### config.mk
export PLATFORM = sky130hd
export DESIGN_NAME = laser_safety_interlock
export DESIGN_NICKNAME = d
export VERILOG_FILES = /design/src/hdl/lsi_pkg.sv /design/src/hdl/lsi_eval.sv /design/src/hdl/laser_safety_interlock.sv
export SDC_FILE = /design/constraint.sdc
export NUM_CORES = 1
export LEC_CHECK = 0
export ABC_AREA = 1
export BUFFER_PORTS_ARGS = -buffer_cell sky130_fd_sc_hd__buf_2
export CORE_UTILIZATION = 25
export DETAILED_ROUTE_END_ITERATION = 8
export GPL_TIMING_DRIVEN = 1
export HOLD_SLACK_MARGIN = 0.12
export PLACE_DENSITY_LB_ADDON = 0.3
export SLEW_MARGIN = 25
export SYNTH_ARGS = -nofsm -noshare
export SYNTH_HDL_FRONTEND = slang
export SYNTH_SLANG_ARGS = --single-unit
### constraint.sdc
create_clock -name clk -period 2.4 [get_ports clk]
set_input_delay 0.12 -clock clk [delete_from_list [all_inputs] [get_ports clk]]
set_output_delay 0.12 -clock clk [all_outputs]
set_load 0.005 [all_outputs]
### src/hdl/lsi_pkg.sv
`timescale 1ns / 1ps
`default_nettype none

package lsi_pkg;

    // laser selection codes
    localparam logic [1:0] SEL_NONE = 2'd0;
    localparam logic [1:0] SEL_MAIN = 2'd1;
    localparam logic [1:0] SEL_VIS  = 2'd2;

    // debounce lockout length after reset
    localparam logic [7:0] DEBOUNCE_RESET = 8'd10;

    localparam int IN_DATA_W  = 8;
    localparam int OUT_DATA_W = 16;

    // input request, last field in the lowest bit
    typedef struct packed {
        logic       clear_request;
        logic       override_closed;
        logic       override_open;
        logic [1:0] laser_select;
        logic       lid_pin;
        logic       stop_pin;
    } in_item_t;

    // result, last field in the lowest bit
    typedef struct packed {
        logic debouncing;
        logic lid_up;
        logic stop_down;
        logic clear_refused;
        logic lid_closed_fault;
        logic lid_open_fault;
        logic estop_fault;
        logic vis_ok;
        logic main_ok;
        logic move_ok;
    } out_item_t;

endpackage

`default_nettype wire

### src/hdl/lsi_eval.sv
`timescale 1ns / 1ps
`default_nettype none

module lsi_eval
    import lsi_pkg::*;
(
    input  wire             clk,
    input  wire             rst_n,
    input  wire             fire,
    input  wire in_item_t   item,
    input  wire [7:0]       debounce_ticks,
    output out_item_t       result
);

    logic       primed_reg;
    logic [1:0] switch_reg;
    logic [1:0] switch_next;
    logic       estop_reg;
    logic       estop_next;
    logic [7:0] lockout_reg;
    logic [7:0] lockout_next;
    logic [1:0] pins;
    logic       stop;
    logic       lid;

    // switch sampling and debounce lockout
    always_comb
    begin
        pins         = {item.lid_pin, item.stop_pin};
        switch_next  = switch_reg;
        lockout_next = lockout_reg;
        if (!primed_reg)
        begin
            switch_next = pins;
        end
        else if (lockout_reg != 8'd0)
        begin
            lockout_next = lockout_reg - 8'd1;
            if (lockout_next == 8'd0)
            begin
                switch_next = pins;
            end
        end
        else if (pins != switch_reg)
        begin
            switch_next  = pins;
            lockout_next = debounce_ticks;
        end
    end

    assign stop = switch_next[0];
    assign lid  = switch_next[1];

    // sticky e-stop fault, clear judged against the new stop state
    always_comb
    begin
        estop_next = estop_reg;
        if (item.clear_request && !stop)
        begin
            estop_next = 1'b0;
        end
        if (stop)
        begin
            estop_next = 1'b1;
        end
    end

    // permits and faults
    always_comb
    begin
        result.move_ok          = !estop_next;
        result.main_ok          = !estop_next && (!lid || item.override_open);
        result.vis_ok           = !estop_next && (lid || item.override_closed);
        result.estop_fault      = estop_next;
        result.lid_open_fault   = (item.laser_select == SEL_MAIN) && lid
                                  && !item.override_open;
        result.lid_closed_fault = (item.laser_select == SEL_VIS) && !lid
                                  && !item.override_closed;
        result.clear_refused    = item.clear_request && stop;
        result.stop_down        = stop;
        result.lid_up           = lid;
        result.debouncing       = (lockout_next != 8'd0);
    end

    // state update once per request
    always_ff @(posedge clk or negedge rst_n)
    begin
        if (!rst_n)
        begin
            primed_reg  <= 1'b0;
            switch_reg  <= 2'b00;
            estop_reg   <= 1'b0;
            lockout_reg <= 8'd0;
        end
        else if (fire)
        begin
            primed_reg  <= 1'b1;
            switch_reg  <= switch_next;
            estop_reg   <= estop_next;
            lockout_reg <= lockout_next;
        end
    end

endmodule

`default_nettype wire

### src/hdl/laser_safety_interlock.sv
// laser safety interlock, one request per timer tick
// path: the request is held in the input register, then its result in the result register
// throughput: one request per cycle unless a held result waits on m_tready, set by the input and result registers
// reset: asynchronous, active low; clears faults, lockout and both stages,
// the first request after reset loads the pins with no lockout
`timescale 1ns / 1ps
`default_nettype none

module laser_safety_interlock
    import lsi_pkg::*;
(
    input  wire                  clk,
    input  wire                  rst_n,
    input  wire                  cfg_wr_en,
    input  wire [7:0]            cfg_wr_data,
    input  wire                  s_tvalid,
    output logic                 s_tready,
    // stop_pin, lid_pin, laser_select[1:0], override_open, override_closed,
    // clear_request, pad
    input  wire [IN_DATA_W-1:0]  s_tdata,
    output logic                 m_tvalid,
    input  wire                  m_tready,
    // move_ok, main_ok, vis_ok, estop_fault, lid_open_fault, lid_closed_fault,
    // clear_refused, stop_down, lid_up, debouncing, pad
    output logic [OUT_DATA_W-1:0] m_tdata
);

    localparam int IN_W  = $bits(in_item_t);
    localparam int OUT_W = $bits(out_item_t);

    logic      [7:0] debounce_reg;
    logic            in_valid_reg;
    logic            in_valid_next;
    in_item_t        in_item_reg;
    logic            out_valid_reg;
    logic            out_valid_next;
    out_item_t       out_item_reg;
    out_item_t       result;
    logic            advance;
    logic            move;
    logic            in_accept;

    // debounce length register
    always_ff @(posedge clk or negedge rst_n)
    begin
        if (!rst_n)
        begin
            debounce_reg <= DEBOUNCE_RESET;
        end
        else if (cfg_wr_en)
        begin
            debounce_reg <= cfg_wr_data;
        end
    end

    // stage handshake
    assign advance   = !out_valid_reg || m_tready;
    assign move      = in_valid_reg && advance;
    assign s_tready  = !in_valid_reg || advance;
    assign in_accept = s_tvalid && s_tready;

    always_comb
    begin
        in_valid_next = in_valid_reg;
        if (in_accept)
        begin
            in_valid_next = 1'b1;
        end
        else if (move)
        begin
            in_valid_next = 1'b0;
        end
    end

    always_comb
    begin
        out_valid_next = out_valid_reg;
        if (move)
        begin
            out_valid_next = 1'b1;
        end
        else if (m_tready)
        begin
            out_valid_next = 1'b0;
        end
    end

    always_ff @(posedge clk or negedge rst_n)
    begin
        if (!rst_n)
        begin
            in_valid_reg  <= 1'b0;
            out_valid_reg <= 1'b0;
        end
        else
        begin
            in_valid_reg  <= in_valid_next;
            out_valid_reg <= out_valid_next;
        end
    end

    // payload registers
    always_ff @(posedge clk)
    begin
        if (in_accept)
        begin
            in_item_reg <= in_item_t'(s_tdata[IN_W-1:0]);
        end
        if (move)
        begin
            out_item_reg <= result;
        end
    end

    // interlock evaluation
    lsi_eval u_eval (
        .clk            (clk),
        .rst_n          (rst_n),
        .fire           (move),
        .item           (in_item_reg),
        .debounce_ticks (debounce_reg),
        .result         (result)
    );

    assign m_tvalid = out_valid_reg;
    assign m_tdata  = {{(OUT_DATA_W-OUT_W){1'b0}}, out_item_reg};

    // a stored stop switch always holds the e-stop fault
    assert property (@(posedge clk) disable iff (!rst_n)
        m_tvalid && out_item_reg.stop_down |-> out_item_reg.estop_fault)
        else $error("stop down without e-stop fault");

    // an accepted request always lands in the input stage
    assert property (@(posedge clk) disable iff (!rst_n)
        in_accept |=> in_valid_reg)
        else $error("accepted request lost");

    // a refused clear only happens with the stop switch down
    assert property (@(posedge clk) disable iff (!rst_n)
        m_tvalid && out_item_reg.clear_refused |-> out_item_reg.stop_down)
        else $error("clear refused with stop switch up");

    // input stage stalls only when the result stage is held
    assert property (@(posedge clk) disable iff (!rst_n)
        !s_tready |-> (in_valid_reg && out_valid_reg && !m_tready))
        else $error("input stalled without backpressure");

endmodule

`default_nettype wire
== Word level (Yosys, flattened, before mapping) ==
Index checks and enable logic that the tools add are counted.
Storage, ports and cells
  word-level logic and storage cells: 66
  bits of input ports: 21
  flip-flop bits (word level): 39
  output and inout port bits: 18
Cells by class
  reduce and logical (&&, ||, !) cells: 26
  $add $sub $neg: 1
  eq/ne operators: 3
  mux-type cells: 13
Operators by type and width (count)
  8-bit two-way mux: 3
  8-bit nonzero test: 2
  1-bit logical AND: 10
  8-bit zero test: 1
  2-bit two-way mux: 4
  8-bit by 1-bit subtractor with 8-bit output (second input constant): 1
  1-bit zero test: 7
  1-bit two-way mux: 6
  1-bit logical OR: 4
  2-bit nonzero test: 2
  2-bit by 1-bit equality test with 1-bit output (second input constant): 1
  2-bit equality test (second input constant): 1
  2-bit inequality test: 1

== Depth between registers and ports, before layout ==
Gate-level depths: netlist of run 1.
  word-level depth: 11
  depth in mapped cells: 13
  gate-level depth less buffers: 13

== Cells and area by module ==
Synthesis of run 1 repeated with hierarchy kept, for this count alone.
Unflattened totals
  cell total of the unflattened synthesis: 245
  area, all modules: 2094.5 µm²
By module, submodules not included
  lsi_eval: seq. area each 300.3 µm², instances 1, area an instance 1131.1 µm², cells each 176
  laser_safety_interlock: seq. area each 763.2 µm², instances 1, area an instance 963.4 µm², cells each 69

== Least setup slack after synthesis of run 1 ==
Ideal clock, no wire load.
  kind: flip-flop to flip-flop
  start point: reg u_eval.lockout_reg[0]
  end point: reg out_item_reg, in the netlist m_tdata[9], data pin
  arrival time: 1.599 ns
  path buffers: 0
  data required time: 2.146 ns
  library setup time: 0.254 ns
  path slack: 0.547 ns
  period minus slack after synthesis: 1.853 ns
  stages on the path, launching flop included: 14
  cell sequence: dfrtp_1 -> inv_1 -> ha_1 -> inv_1 -> nor2_1 -> nand3_2 -> nand2_4 -> inv_4 -> nand2_1 -> o21ai_1 -> nor2_1 -> nand2_1 -> nor2_1 -> nand2_1
RTL lines
  start, declared: RTL line lsi_eval.sv:20  | logic [7:0] lockout_reg;
  start signal, assigned: RTL line lsi_eval.sv:100  | lockout_reg <= lockout_next;
  end signal, assigned: RTL line laser_safety_interlock.sv:111  | out_item_reg <= result;
  end, declared: RTL line laser_safety_interlock.sv:37  | out_item_t out_item_reg;

==> run summary, run 1 <==
Required time of the critical path: 2.45 ns
DP HPWL: 2.87 mm
Share of the cycle needed by the critical path after routing: 89.6%
Total of buffers placed on input and output ports: 31
Pin count of the biggest net entering global routing: 23
Layout overhead on the synthesized area: 27.0%
Final Wtd Congestion: 0.839
Wire length of the first global-routing pass: 6.86 mm
Status: finished, final reports clean
Hold path start: cfg_wr_en
Number of antenna violations at the first check in global routing: 0
Crit start category: flip-flop
Launch point of the worst reg-to-reg path: u_eval.lockout_reg[0]$_DFFE_PN0P_
Worst slew margin relative to its limit: 59.9%
Standard-cell row count: 32
TritonRoute pass-1 iters: 4
End-of-flow core utilization: 33.1%
Leakage power: 0.00119 uW
Maximum operating frequency: 0.465 GHz
Post-synthesis instance area: 0.00202 mm2
Min cycle time layout: 2.15 ns
Register area: 0.00106 mm2
Sequential share of the synthesized area: 52.6%
CTS tree: yes
Clock-pin transition on the worst setup and hold timing paths: 0.08 ns
Final ANT Viol Nets: 0
Worst min path class: in -> reg
Fraction of final layout cells with drive strength greater than 1: 26.7%
Slew Limit Fails: 0
Horizontal die dimension: 91.9 um
Number of standard cells after synthesis: 219
Count of non-filler cells in the finished layout: 375
Startpoint-to-endpoint class of the critical path: reg -> reg
Inserted Clock Buffers: 5
Worst clock skew: 0.00760 ns
Final net count: 295
Die Y-Extent: 91.9 um
Post-synthesis adder-cell area fraction: 1.24%
Number of gates resized after cts: 0
Total of endpoints with negative setup slack in the final report: 0
Worst hold-check slack: 0.176 ns
Total number of vias: 1,532
DIE AREA: 0.00845 mm2
Area fraction in compound gates after synthesis: 4.83%
CTS Root Buffer Type: clkbuf_8
GR Overflow Total: 0
Dominant combinational cell family by area after synthesis: simple AND/OR/NAND/NOR gates
Total wire length after detailed routing: 4.08 mm
Maximum number of buffers from clock root to sink: 2
Power Density: 1020 mW/mm2
Count of final hold-check violations: 0
Count of warnings emitted by yosys: 0
Overall routing resource usage: 10.5%
Number of global-route vias before repair: 1,516
Number of fillers in the final layout: 831
Number of sinks on the clock net: 39
Inst Count DP: 349
Crit path capture type: flip-flop
Mux share of post-synthesis cell area: 3.90%
Drt wl/cell: 10.9 um
H-tree lvl count: 2
Count of unique library cells instantiated by Yosys: 29
Unrepaired setup endpoints after global routing: false
DRC violation count after routing: 0
Register-to-register setup slack: 0.25 ns
Max cap viols: 0
VDD IR-drop max: 0.358 mV
Max Fanout on Critical Path: 10
Xor/xnor cell area share of the yosys netlist: 1.73%
Pin slew with the least headroom to its limit: 0.602 ns
Post-synthesis simple-gate area fraction: 28.3%
Combined area of the multi-input logic cells: 832 um2
Diode count: 0
Seq cells post-synth: 39
Largest register FFs: 10
CP Launch Point: u_eval.lockout_reg[0]$_DFFE_PN0P_
Initial drt markers: 46
Via/cell ratio: 4.09
Core outline area: 0.00777 mm2
Count of boundary I/O pins: 39
Clock insertion delay at the later pin of the skew report: 0.29 ns
Initial core utilization: 26.0%
Post-Synthesis Mean Instance Area: 9.23 um2
Setup total negative slack: 0 ns
Endpoint arrival time on the critical path: 2.20 ns
repair_timing:
item | in CTS | in global routing
hold endpoints to repair | 37 | 0
hold buffers | 18 | 0
endpoints found under the setup margin | 0 | 0
buffers inserted | 0 | 0
worst max-delay path: stages (launching register included):
cell and delay, ns:
dfrtp_1 0.40, inv_1 0.19, ha_1 0.24, inv_1 0.05, nor2_1 0.14, nand3_2 0.15
nand2_4 0.13, inv_4 0.08, nand2_1 0.07, o21ai_1 0.06, nor2_1 0.12, nand2_1 0.06
nor2_1 0.14, nand2_1 0.07
layout by cell type, fill, tap and decap left out, drive strengths merged, types with 4 or more instances in the layout:
cell type	n
buf	32
mux2	7
edfxtp	17
nor2	27
dlygate4sd3	18
nor3	4
nand2	67
inv	23
o21ai	16
dfrtp	20
nand3	14
conb	6
clkbuf	5
layer usage:
metal | global-route usage, % | wire length (um)
met3 | 2.90 | 217
met4 | 4.95 | 95
met5 | 0 | 0
met1 | 12.5 | 1860
met2 | 17.4 | 1900
kinds of logic (layout without fill, tap and decap cells):
logic type | after synthesis | after routing
flip-flops | 39 | 39
AO/OA/AOI/OAI | 18 | 18
AND/OR/NAND/NOR | 116 | 116
multiplexers | 7 | 7
XOR/XNOR | 4 | 4
buffers and inverters | 32 | 81
adder cells (fa/ha/maj) | 2 | 2
other | 1 | 6
synth_stat cells:
| library cell | n | area share (%) |
|---|---|---|
| nand4_1 | 2 | 0.62 |
| xor2_1 | 2 | 0.87 |
| or2_2 | 2 | 0.62 |
| nor2_4 | 3 | 1.7 |
| clkbuf_1 | 3 | 0.56 |
| xnor2_1 | 2 | 0.87 |
| o211ai_1 | 1 | 0.37 |
| nand3_1 | 12 | 3.0 |
| dfstp_2 | 2 | 2.6 |
| mux2_2 | 7 | 3.9 |
| conb_1 | 1 | 0.19 |
| nand3_2 | 2 | 0.99 |
| nor2_2 | 1 | 0.31 |
| ha_1 | 2 | 1.2 |
| nand2_1 | 55 | 10 |
| a31oi_1 | 1 | 0.31 |
| nor2_1 | 23 | 4.3 |
| o21ai_2 | 1 | 0.43 |
| nand2_4 | 6 | 3.3 |
| o21ai_1 | 4 | 0.99 |
| nand2_2 | 6 | 1.9 |
| o21ai_0 | 11 | 2.7 |
| buf_4 | 6 | 2.2 |
| inv_1 | 22 | 4.1 |
| nor3_2 | 2 | 0.99 |
| dfrtp_1 | 20 | 25 |
| inv_4 | 1 | 0.31 |
| nor3_1 | 2 | 0.50 |
| edfxtp_1 | 17 | 25 |
final cells by class:
cell class,instances,area share [%]
flip-flops and latches,39,41.4
clock inverters,3,1.71
well taps,102,4.97
inverters,23,3.46
clock buffers,5,2.68
repair buffers,50,13.4
multi-input cells,153,32.4
where the power goes:
| group | switching (uW) | total [uW] | internal, uW |
|---|---|---|---|
| combinational | 663 | 1070 | 403 |
| clock | 237 | 546 | 309 |
| sequential | 115 | 1000 | 888 |
| total | 1020 | 2620 | 1600 |
path summary, 6_finish.rpt:
kind	end	depth (start not counted)
max	m_tdata[9]$_DFFE_PP_	13
min	debounce_reg[7]$_DFFE_PN0P_	3
max reg2reg	m_tdata[9]$_DFFE_PP_	13
min reg2reg	u_eval.estop_reg$_DFFE_PN0P_	2
max in group asynchronous	debounce_reg[3]$_DFFE_PN1P_	2
min in group asynchronous	u_eval.lockout_reg[4]$_DFFE_PN0P_	2
through the flow:
stage               cell area, um2  total power [uW]  setup slack (ns)
finish                        2570              2620             0.250
global placement              2270              2050             0.267
global route                  2570              2830            0.0543
detailed placement            2270              2060             0.250
floorplan                     2040              1800             0.547
CTS                           2570              2640             0.229
(Power assumes the default switching activity.)
==> inputs of run 2 (changes only) <==
--- a/config.mk
+++ b/config.mk
@@ -12,6 +12,7 @@
 export GPL_TIMING_DRIVEN = 1
 export HOLD_SLACK_MARGIN = 0.12
 export PLACE_DENSITY_LB_ADDON = 0.3
+export SETUP_SLACK_MARGIN = 0.05
 export SLEW_MARGIN = 25
 export SYNTH_ARGS = -nofsm -noshare
 export SYNTH_HDL_FRONTEND = slang
==> constraint.sdc (replaced) <==
create_clock -name clk -period 2.2 [get_ports clk]
set_input_delay 0.11 -clock clk [delete_from_list [all_inputs] [get_ports clk]]
set_output_delay 0.11 -clock clk [all_outputs]
set_load 0.005 [all_outputs]
==> run 2 against run 1 <==
Compared with the run above:
- critical path type unchanged
- clock power grew 11%
- largest power group unchanged
- register-to-register slack lost 0.03 ns
- clock-buffer cell count is the same
- critical path depth is the same
- global-route usage grew 0.48 points
- worst setup slack lost 0.026 ns
==> run summary, run 2 (synthesized netlist as in run 1, its figures left out) <==
Die Y-Extent: 91.9 um
Status: finished, final reports clean
Wire length of the first global-routing pass: 7.20 mm
Maximum number of buffers from clock root to sink: 2
CTS Root Buffer Type: clkbuf_8
Setup total negative slack: 0 ns
DP HPWL: 2.92 mm
CTS tree: yes
Launch point of the worst reg-to-reg path: u_eval.lockout_reg[1]$_DFFE_PN0P_
Fraction of final layout cells with drive strength greater than 1: 29.3%
Drt wl/cell: 10.8 um
Startpoint-to-endpoint class of the critical path: reg -> reg
Register area: 0.00106 mm2
Final ANT Viol Nets: 0
Maximum operating frequency: 0.506 GHz
Crit start category: flip-flop
Clock-pin transition on the worst setup and hold timing paths: 0.08 ns
DRC violation count after routing: 0
TritonRoute pass-1 iters: 4
Required time of the critical path: 2.26 ns
GR Overflow Total: 0
Slew Limit Fails: 0
Diode count: 0
Core outline area: 0.00777 mm2
Most used cells in the layout excluding fill and tap cells: nand2_1 (55), buf_2 (31), inv_1 (22)
Clock insertion delay at the later pin of the skew report: 0.30 ns
VDD IR-drop max: 0.719 mV
Max Fanout on Critical Path: 10
Cell internal pwr: 1810 uW
DIE AREA: 0.00845 mm2
CP Launch Point: u_eval.lockout_reg[1]$_DFFE_PN0P_
Inserted Clock Buffers: 5
Post-route total power: 2940 uW
Pin slew with the least headroom to its limit: 0.574 ns
Worst clock skew: 0.00552 ns
Power Density: 1120 mW/mm2
Number of fillers in the final layout: 803
Relative contribution of combinational cells to total power: 42.2%
Initial drt markers: 16
Total number of vias: 1,547
Min cycle time layout: 1.98 ns
Number of global-route vias before repair: 1,584
Unrepaired setup endpoints after global routing: false
Final net count: 302
Total of endpoints with negative setup slack in the final report: 0
Worst min path class: in -> reg
Worst hold-check slack: 0.149 ns
Switch Pwr: 1130 uW
Final Wtd Congestion: 0.854
Layout overhead on the synthesized area: 30.1%
Hold path start: cfg_wr_en
End-of-flow core utilization: 33.9%
Standard-cell row count: 32
Clk network pwr share: 20.6%
Max cap viols: 0
Crit path capture type: flip-flop
Combined area of the multi-input logic cells: 840 um2
Total of buffers placed on input and output ports: 31
Largest register FFs: 10
Worst slew margin relative to its limit: 61.7%
Pin count of the biggest net entering global routing: 23
Initial core utilization: 26.0%
Overall routing resource usage: 11.0%
Count of boundary I/O pins: 39
Horizontal die dimension: 91.9 um
Total wire length after detailed routing: 4.11 mm
Share of the cycle needed by the critical path after routing: 89.8%
Switching Share: 38.4%
Count of final hold-check violations: 0
H-tree lvl count: 2
Leakage power: 0.00123 uW
Inst Count DP: 353
Part of the total power dissipated in sequential elements: 37.2%
Count of non-filler cells in the finished layout: 382
Number of antenna violations at the first check in global routing: 0
Number of sinks on the clock net: 39
Endpoint arrival time on the critical path: 2.03 ns
Most common cell after layout, fill and taps aside: nand2_1
Via/cell ratio: 4.05
==> run 2: changes by cell type in the layout (fill, tap and decap cells not counted) <==
cell / change
buf_4: +6
nor2_1: -3
nor2_2: +3
dlygate4sd3_1: +1
==> run 2: metal layers <==
| layer | track usage [%] | vias to the layer above | routed length, um |
|---|---|---|---|
| li1 | - | 812 | - |
| met1 | 13.5 | 701 | 1990 |
| met2 | 17.8 | 27 | 1930 |
| met3 | 2.99 | 7 | 97 |
| met4 | 4.82 | 0 | 102 |
| met5 | 0 | - | 0 |
==> run 2: path summary, 6_finish.rpt <==
| check | cells after the start | slack (ns) | end |
|---|---|---|---|
| setup / recovery | 13 | 0.22 | m_tdata[9]$_DFFE_PP_ |
| hold / removal | 3 | 0.15 | debounce_reg[7]$_DFFE_PN0P_ |
| setup reg to reg | 13 | 0.22 | m_tdata[9]$_DFFE_PP_ |
| hold reg to reg | 2 | 0.52 | u_eval.estop_reg$_DFFE_PN0P_ |
| max in group asynchronous | 2 | 1.52 | debounce_reg[1]$_DFFE_PN1P_ |
| min in group asynchronous | 2 | 0.32 | debounce_reg[5]$_DFFE_PN0P_ |
==> run 2: worst max-delay path, stage by stage, from the launching register on <==
cell,delay (ns)
dfrtp_1,0.40
inv_1,0.10
ha_1,0.19
inv_1,0.06
nor2_2,0.11
nand3_2,0.14
nand2_4,0.11
inv_4,0.08
nand2_1,0.06
o21ai_1,0.05
nor2_1,0.15
nand2_1,0.08
nor2_2,0.13
nand2_1,0.07
==> run 2: through the flow <==
step	area, um2	worst slack, ns
after floorplan	2040	0.347
after global placement	2300	0.132
after detailed placement	2300	0.134
after CTS	2610	0.111
after global routing	2630	0.0417
final	2630	0.224
==> run 2: layout make-up <==
type,instances,area share (%)
Inverter,23,3.38
Clock inverter,3,1.67
Tap cell,102,4.85
Clock buffer,5,2.62
Timing Repair Buffer,57,15.1
Multi-Input combinational cell,153,31.9
Sequential cell,39,40.4
==> run 2: power groups by stage <==
stage / Clock (uW) / Combinational (uW) / Sequential (uW)
after detailed placement: 0 / 1170 / 1110
after global placement: 0 / 1170 / 1110
after CTS: 628 / 1210 / 1100
final: 605 / 1240 / 1090
after global routing: 657 / 1430 / 1120
after floorplan: 0 / 869 / 1090
==> run 2: repair_timing <==
action | CTS | global route
endpoints found under the hold margin | 37 | 0
buffers inserted | 0 | 2
setup endpoints to repair | 0 | 3
resized for setup | 0 | 3
hold buffers | 19 | 0
